==> config.mk <==
export PLATFORM = sky130hd
export DESIGN_NAME = best_fit_bin_packer
export DESIGN_NICKNAME = d
export VERILOG_FILES = /design/src/bfbp_pkg.sv /design/src/best_fit_bin_packer.sv /design/src/bfbp_ctrl.sv /design/src/bfbp_dpath.sv
export VERILOG_INCLUDE_DIRS = /design/src /design/src/src
export SDC_FILE = /design/constraint.sdc
export NUM_CORES = 1
export LEC_CHECK = 0
export ABC_AREA = 1
export BUFFER_PORTS_ARGS = -buffer_cell sky130_fd_sc_hd__buf_2
export CORE_MARGIN = 1
export CORE_UTILIZATION = 55
export DETAILED_ROUTE_END_ITERATION = 10
export MAX_ROUTING_LAYER = met4
export PLACE_DENSITY = 0.79
export SETUP_SLACK_MARGIN = 0.3
export SLEW_MARGIN = 15
export SYNTH_ARGS = -nofsm -noshare
export SYNTH_HDL_FRONTEND = slang
export SYNTH_HIERARCHICAL = 1
export SYNTH_SLANG_ARGS = --single-unit
==> constraint.sdc <==
create_clock -name clk -period 7.8 [get_ports clk]
set_input_delay 2.34 -clock clk [delete_from_list [all_inputs] [get_ports clk]]
set_output_delay 2.34 -clock clk [all_outputs]
set_load 0.02 [all_outputs]
==> src/best_fit_bin_packer_assert.svh <==
// assertion macros shared by the packer
`ifndef BEST_FIT_BIN_PACKER_ASSERT_SVH
`define BEST_FIT_BIN_PACKER_ASSERT_SVH

// same-cycle implication, sampled on clk, off during reset
`define BFBP_ASSERT_IMP(lbl, ante, cons) \
    lbl: assert property (@(posedge clk) disable iff (!rst_n) (ante) |-> (cons)) \
        else $error("packer check failed");

// next-cycle implication, sampled on clk, off during reset
`define BFBP_ASSERT_NXT(lbl, ante, cons) \
    lbl: assert property (@(posedge clk) disable iff (!rst_n) (ante) |=> (cons)) \
        else $error("packer check failed");

`endif

==> src/bfbp_pkg.sv <==
package bfbp_pkg;

    localparam int MAX_BINS = 64;
    localparam int IDX_W    = $clog2(MAX_BINS);
    localparam int CNT_W    = $clog2(MAX_BINS + 1);
    localparam int SIZE_W   = 16;

    localparam logic [SIZE_W-1:0] CAP_RESET = 16'd10;

    localparam logic [1:0] ST_PLACED   = 2'd0;
    localparam logic [1:0] ST_OVERSIZE = 2'd1;
    localparam logic [1:0] ST_FULL     = 2'd2;

    typedef enum logic [1:0] {
        S_IDLE,
        S_SCAN,
        S_DECIDE
    } state_t;

    typedef struct packed {
        logic load;
        logic scan;
        logic commit;
    } cmd_t;

    typedef struct packed {
        logic scan_done;
    } stat_t;

endpackage

==> src/best_fit_bin_packer.sv <==
// best-fit bin packer
// input channel: in_valid/in_ready carry one word of item_size, first_item
// and last_item. first_item empties the bin table before the item is placed.
// output channel: out_valid/out_ready carry one result word per input word:
// bin_index, opened_new, bins_used, status (0 placed, 1 oversize, 2 full)
// and set_done, which echoes last_item.
// configuration: cfg_write with cfg_data sets bin_capacity; write only idle.
// one item at a time: the scan reads the bin table one entry a cycle, so an
// item with n open bins goes from acceptance to result through n reads, a
// compare of the last read, scan end and the decision; with no bin open it
// goes through scan end and the decision only.
// the next word is taken only once the result has been registered, so a new
// item is never taken while the last one is still being scanned.
// in_ready returns high once the result has been moved into the output
// register, so the next word is taken while that result still waits.
// a stalled receiver holds the result; the block then waits in its decision
// step and takes no new word until the output register is free.
// reset: bin_capacity returns to 10, no bins are open, no result is pending.
`include "best_fit_bin_packer_assert.svh"

module best_fit_bin_packer
    import bfbp_pkg::*;
(
    input  logic        clk,
    input  logic        rst_n,
    input  logic        cfg_write,
    input  logic [15:0] cfg_data,
    input  logic        in_valid,
    output logic        in_ready,
    input  logic [15:0] item_size,
    input  logic        first_item,
    input  logic        last_item,
    output logic        out_valid,
    input  logic        out_ready,
    output logic [5:0]  bin_index,
    output logic        opened_new,
    output logic [6:0]  bins_used,
    output logic [1:0]  status,
    output logic        set_done
);

    cmd_t  cmd;
    stat_t stat;

    bfbp_ctrl u_ctrl (
        .clk       (clk),
        .rst_n     (rst_n),
        .in_valid  (in_valid),
        .in_ready  (in_ready),
        .out_valid (out_valid),
        .out_ready (out_ready),
        .stat      (stat),
        .cmd       (cmd)
    );

    bfbp_dpath u_dpath (
        .clk        (clk),
        .rst_n      (rst_n),
        .cfg_write  (cfg_write),
        .cfg_data   (cfg_data),
        .item_size  (item_size),
        .first_item (first_item),
        .last_item  (last_item),
        .cmd        (cmd),
        .stat       (stat),
        .bin_index  (bin_index),
        .opened_new (opened_new),
        .bins_used  (bins_used),
        .status     (status),
        .set_done   (set_done)
    );

    `BFBP_ASSERT_NXT(a_one_at_a_time, in_valid && in_ready, !in_ready)
    `BFBP_ASSERT_IMP(a_open_is_placed, out_valid && opened_new, status == ST_PLACED)
    `BFBP_ASSERT_IMP(a_placed_has_bin, out_valid && (status == ST_PLACED), bins_used != 7'd0)
    `BFBP_ASSERT_IMP(a_reject_index, out_valid && (status != ST_PLACED), bin_index == 6'd0)

endmodule

==> src/bfbp_ctrl.sv <==
module bfbp_ctrl
    import bfbp_pkg::*;
(
    input  logic  clk,
    input  logic  rst_n,
    input  logic  in_valid,
    output logic  in_ready,
    output logic  out_valid,
    input  logic  out_ready,
    input  stat_t stat,
    output cmd_t  cmd
);

    state_t state_reg;
    state_t state_next;
    logic   out_valid_reg;
    logic   out_valid_next;

    always_ff @(posedge clk or negedge rst_n)
    begin
        if (!rst_n)
        begin
            state_reg     <= S_IDLE;
            out_valid_reg <= 1'b0;
        end
        else
        begin
            state_reg     <= state_next;
            out_valid_reg <= out_valid_next;
        end
    end

    always_comb
    begin
        state_next = state_reg;
        case (state_reg)
            S_IDLE:
            begin
                if (in_valid)
                    state_next = S_SCAN;
            end
            S_SCAN:
            begin
                if (stat.scan_done)
                    state_next = S_DECIDE;
            end
            S_DECIDE:
            begin
                // result register must be free or emptying this cycle
                if (!out_valid_reg || out_ready)
                    state_next = S_IDLE;
            end
            default:
                state_next = S_IDLE;
        endcase
    end

    always_comb
    begin
        cmd            = '0;
        in_ready       = 1'b0;
        out_valid_next = out_valid_reg && !out_ready;
        case (state_reg)
            S_IDLE:
            begin
                in_ready = 1'b1;
                cmd.load = in_valid;
            end
            S_SCAN:
            begin
                cmd.scan = 1'b1;
            end
            S_DECIDE:
            begin
                if (!out_valid_reg || out_ready)
                begin
                    cmd.commit     = 1'b1;
                    out_valid_next = 1'b1;
                end
            end
            default:
            begin
                cmd = '0;
            end
        endcase
    end

    assign out_valid = out_valid_reg;

endmodule

==> src/bfbp_dpath.sv <==
module bfbp_dpath
    import bfbp_pkg::*;
(
    input  logic              clk,
    input  logic              rst_n,
    input  logic              cfg_write,
    input  logic [SIZE_W-1:0] cfg_data,
    input  logic [SIZE_W-1:0] item_size,
    input  logic              first_item,
    input  logic              last_item,
    input  cmd_t              cmd,
    output stat_t             stat,
    output logic [5:0]        bin_index,
    output logic              opened_new,
    output logic [6:0]        bins_used,
    output logic [1:0]        status,
    output logic              set_done
);

    logic [SIZE_W-1:0] space_mem [MAX_BINS];
    logic [SIZE_W-1:0] rd_data_reg;

    logic [SIZE_W-1:0] cap_reg;
    logic [CNT_W-1:0]  count_reg;
    logic [CNT_W-1:0]  count_next;
    logic [CNT_W-1:0]  scan_reg;
    logic              pend_reg;
    logic [IDX_W-1:0]  pend_idx_reg;
    logic              found_reg;
    logic [SIZE_W-1:0] best_left_reg;
    logic [IDX_W-1:0]  best_idx_reg;
    logic [SIZE_W-1:0] size_reg;
    logic              last_reg;

    logic [5:0]        bin_index_reg;
    logic              opened_reg;
    logic [6:0]        bins_used_reg;
    logic [1:0]        status_reg;
    logic              set_done_reg;

    logic              rd_en;
    logic [SIZE_W-1:0] left;
    logic              fits;
    logic              oversize;
    logic              full;
    logic              wr_en;
    logic [IDX_W-1:0]  wr_addr;
    logic [SIZE_W-1:0] wr_data;
    logic [IDX_W-1:0]  dec_idx;
    logic              dec_open;
    logic [1:0]        dec_status;

    assign rd_en          = cmd.scan && (scan_reg < count_reg);
    assign stat.scan_done = (scan_reg == count_reg) && !pend_reg;

    assign fits = rd_data_reg >= size_reg;
    assign left = rd_data_reg - size_reg;

    assign oversize = size_reg > cap_reg;
    assign full     = count_reg == CNT_W'(MAX_BINS);

    always_comb
    begin
        dec_idx    = '0;
        dec_open   = 1'b0;
        dec_status = ST_PLACED;
        wr_en      = 1'b0;
        wr_addr    = count_reg[IDX_W-1:0];
        wr_data    = cap_reg - size_reg;
        count_next = count_reg;
        if (oversize)
        begin
            dec_status = ST_OVERSIZE;
        end
        else if (found_reg)
        begin
            dec_idx = best_idx_reg;
            wr_en   = cmd.commit;
            wr_addr = best_idx_reg;
            wr_data = best_left_reg;
        end
        else if (full)
        begin
            dec_status = ST_FULL;
        end
        else
        begin
            dec_idx    = count_reg[IDX_W-1:0];
            dec_open   = 1'b1;
            wr_en      = cmd.commit;
            count_next = count_reg + CNT_W'(1);
        end
    end

    always_ff @(posedge clk)
    begin
        if (wr_en)
            space_mem[wr_addr] <= wr_data;
        if (rd_en)
            rd_data_reg <= space_mem[scan_reg[IDX_W-1:0]];
    end

    always_ff @(posedge clk or negedge rst_n)
    begin
        if (!rst_n)
        begin
            cap_reg   <= CAP_RESET;
            count_reg <= '0;
            scan_reg  <= '0;
            pend_reg  <= 1'b0;
            found_reg <= 1'b0;
        end
        else
        begin
            if (cfg_write)
                cap_reg <= cfg_data;
            if (cmd.load)
            begin
                // clear happens even if the item is rejected later
                if (first_item)
                    count_reg <= '0;
                scan_reg  <= '0;
                pend_reg  <= 1'b0;
                found_reg <= 1'b0;
            end
            else if (cmd.scan)
            begin
                pend_reg <= rd_en;
                if (rd_en)
                    scan_reg <= scan_reg + CNT_W'(1);
                if (pend_reg && fits)
                    found_reg <= 1'b1;
            end
            else if (cmd.commit)
            begin
                count_reg <= count_next;
            end
        end
    end

    always_ff @(posedge clk)
    begin
        if (cmd.load)
        begin
            size_reg <= item_size;
            last_reg <= last_item;
        end
        if (rd_en)
            pend_idx_reg <= scan_reg[IDX_W-1:0];
        // strict compare keeps the lowest index on a tie
        if (cmd.scan && pend_reg && fits && (!found_reg || left < best_left_reg))
        begin
            best_left_reg <= left;
            best_idx_reg  <= pend_idx_reg;
        end
        if (cmd.commit)
        begin
            bin_index_reg <= 6'(dec_idx);
            opened_reg    <= dec_open;
            bins_used_reg <= 7'(count_next);
            status_reg    <= dec_status;
            set_done_reg  <= last_reg;
        end
    end

    assign bin_index  = bin_index_reg;
    assign opened_new = opened_reg;
    assign bins_used  = bins_used_reg;
    assign status     = status_reg;
    assign set_done   = set_done_reg;

endmodule

==> results.md <==
* Port Buffers at 57
* Clock group share of total power at 0.272
* NetSw at 7.00 mW
* Clock sinks at 1137
* Max reg flops at 1024
* Critical path arrival at 4.80 ns
* Crit. End Element: flip-flop
* DP Wirelength at 66600 um
* Hold Buf Count CTS at 0
* Number of routed nets with antenna violations at 0
* Routed WL per cell at 22.5 um
* Largest net degree at the start of global routing at 240
* YS warnings at 6
* Final Skew at 0.0245 ns
* Startpoint Class: flip-flop
* Total track usage at 0.277
* Synthesized area at 0.0476 sq mm
* Worst EP required at 8.34 ns
* EDFF count, synth at 1102
* Async S/R FF share, synth at 0.0308
* Clock Latency Late Sink at 0.72 ns
* CTS max path bufs at 3
* R2r endpoint: u_dpath/rd_data_reg[6]$_DFFE_PP_
* Hold wc startpoint: u_dpath/pend_idx_reg[2]$_DFFE_PP_
* Synth area leader: edfxtp_1
* Register share of total power at 0.425
* Vias in the first global route at 29800
* RSZ-0062 raised after global routing: no
* Synth Register Bits at 1137
* Yosys cell types at 44
* MaxCap Viol Count at 0
* Period utilisation layout at 0.546
* Slew Viols, Final at 0
* Num CTS Buffers at 107
* Yosys top cell area share at 0.695
* Total detailed-routing wirelength at 118000 um
* Die area at 0.0878 sq mm
* Setup Viol. Count Final at 0
* Num ports at 58
* Most used DFF post-synth: edfxtp_1
* Worst flop-to-flop path startpoint: u_dpath/scan_reg[0]$_DFFE_PN0P_
* Worst-margin pin slew at 1.23 ns
* Hold Crit Endpoint: u_dpath/best_idx_reg[2]$_DFFE_PP_
* Hold depth at 0
* FF-to-FF setup slack at 3.54 ns
* Peak Freq at 235 MHz
* Row count at 107
* Post-CTS setup buffer count at 0
* RD Place Congestion at 1.00
* Register clock-pin slew on the reported worst setup and hold paths at 0.06 ns
* # nets final at 4099
* Power Internal at 12.4 mW
* Outcome: complete, no violations
* Comb pwr share at 0.302
* Final hold viol count at 0
* CTS H-tree lvls at 3
* Sw Ratio at 0.360
* PwrDens at 368 mW/mm^2
* Pleak at 18.4 nW
* CP Class: flip-flop to flip-flop
* Syn Inst Count at 3969
* Core Footprint at 0.0854 sq mm
* Fin Hold WS at 0.417 ns
* CP max FO at 181
* Die W at 296 um
* Syn_area_per_cell at 12.0 sq um
* 1st-iter DRT viols at 4370
* # DRC at 0
* Slew HR at 0.180
* Hold/Removal Path Class: flip-flop to flip-flop
* Number of vias per cell at 6.01
* Sequential area share after synthesis at 0.713
* Synth area leaders: edfxtp_1 (69%), nor2_1 (6.1%), o21ai_0 (6.0%)
* Die height at 296 um
* Resize count post-CTS at 0
* Final setup TNS at 0 ns
* Mapped Nets at 4068
* Initial antenna violation count at 1
* Area Growth Syn to Fin at 10.9%
* Iteration count of the initial detailed-routing pass at 8
* Share of layout cells above drive strength 1 at 0.101
* IR drop worst, VDD at 0.342 mV
* Time the worst path needs with I/O delays and setup at 4.26 ns
* CTS tree: done
* Initial Util at 0.558
* Root buf cell: clkbuf_16
* FF-to-FF path depth at 12
* Most flop-heavy register: u_dpath/space_mem
* Total grt overflow at 0
* First-pass GRT wire length at 176000 um
* Via count at 31400
cells by family (layout without fill, tap and decap cells):
group	Yosys count	count (layout)	share of synthesized area
flops	1137	1137	0.713
simple gates	1446	1446	0.123
xor+xnor	31	31	0.00570
fa+ha+maj	60	60	0.0161
buf+inv	401	521	0.0356
mux	14	14	0.00331
other cells	0	1	0
compound gates	880	880	0.103
cell type report:
class,instances,area [sq um]
clock inverter,72,827
sequential,1137,34000
timing repair buffer,144,988
antenna,1,2.50
fill,6245,32600
multi-input combinational,2431,12100
clock buffer,126,2790
tap,1144,1430
inverter,179,679
worst max path at each step:
stage	startpoint	end	slack, ns	cells after the start
global route	u_dpath/scan_reg[0]$_DFFE_PN0P_	u_dpath/rd_data_reg[6]$_DFFE_PP_	3.40	12
detailed placement	out_ready	u_dpath/space_mem[4][7]$_DFFE_PP_	2.68	9
CTS	out_ready	u_dpath/space_mem[4][8]$_DFFE_PP_	3.40	9
finish	u_dpath/scan_reg[0]$_DFFE_PN0P_	u_dpath/rd_data_reg[6]$_DFFE_PP_	3.54	12
global placement	out_ready	u_dpath/space_mem[60][10]$_DFFE_PP_	2.77	9
floorplan	u_dpath/cap_reg[1]$_DFFE_PN1P_	u_dpath/space_mem[0][7]$_DFFE_PP_	2.68	12
power by group through the flow:
stage                     combinational, mW  sequential [mW]  clock [mW]
after global routing                   6.32             8.28        5.57
final                                  5.87             8.26        5.29
after global placement                 5.50             8.37           0
after CTS                              5.71             8.26        5.33
after detailed placement               5.67             8.38           0
after floorplan                        3.57             8.35           0
layout by cell type (no fill, tap or decap), types with 14 or more instances in the layout:
master     synthesis  routed
edfxtp_1        1102    1102
nor2_1           775     763
o21ai_0          569     565
nand2_1          447     447
inv_1            160     152
nand3_1          152     152
o211ai_1         121     121
clkbuf_16          0     107
buf_4             25      83
o22ai_1           76      76
a21oi_1           75      67
ha_1              58      58
buf_2             66      57
dfrtp_1           33      30
clkinv_1           8      27
xor2_1            26      26
clkinv_2           0      21
inv_2             11      19
nand2_2           17      17
nand3b_1          16      16
clkbuf_1         110      15
nor2_2             4      15
mux2_2            14      14
through the flow:
step	util	worst slack (ns)	total power, mW	instance area (sq um)	cells
2_1_floorplan	-	2.68	11.9	47600	3969
3_3_place_gp	0.576	2.77	13.9	49200	5035
3_5_place_dp	0.576	2.68	14.1	49200	5035
4_1_cts	0.618	3.40	19.3	52800	5233
5_1_grt	0.619	3.40	20.2	52800	5234
6_report	0.619	3.54	19.4	52800	5234
routing by layer:
layer	vias up	track usage	share of wire
met5	-	-	0
met4	0	0.111	0.037
met3	248	0.0546	0.11
met2	1909	0.422	0.46
met1	15100	0.369	0.38
li1	14200	-	-
critical path: stages, from the launching register on:
cell and delay, ns:
dfrtp_4 0.94, buf_12 0.57, buf_4 0.84, nor2_1 0.11, nor2_1 0.12, o21ai_0 0.15, o211ai_1 0.24, nand3_1 0.23
nand2_1 0.14, nand2_1 0.05, nand2_1 0.08, clkinv_1 0.19, nand2_1 0.21
synthesized netlist by cell type (14+ instances only):
| library cell | instances |
|---|---|
| edfxtp_1 | 1102 |
| mux2_2 | 14 |
| buf_1 | 19 |
| nand2_1 | 447 |
| clkbuf_1 | 110 |
| inv_1 | 160 |
| o211ai_1 | 121 |
| nor2_1 | 775 |
| ha_1 | 58 |
| a21oi_1 | 75 |
| buf_4 | 25 |
| nand3_1 | 152 |
| o21ai_0 | 569 |
| nand2_2 | 17 |
| xor2_1 | 26 |
| dfrtp_1 | 33 |
| o22ai_1 | 76 |
| nand3b_1 | 16 |
| buf_2 | 66 |
(Power assumes the default switching activity.)
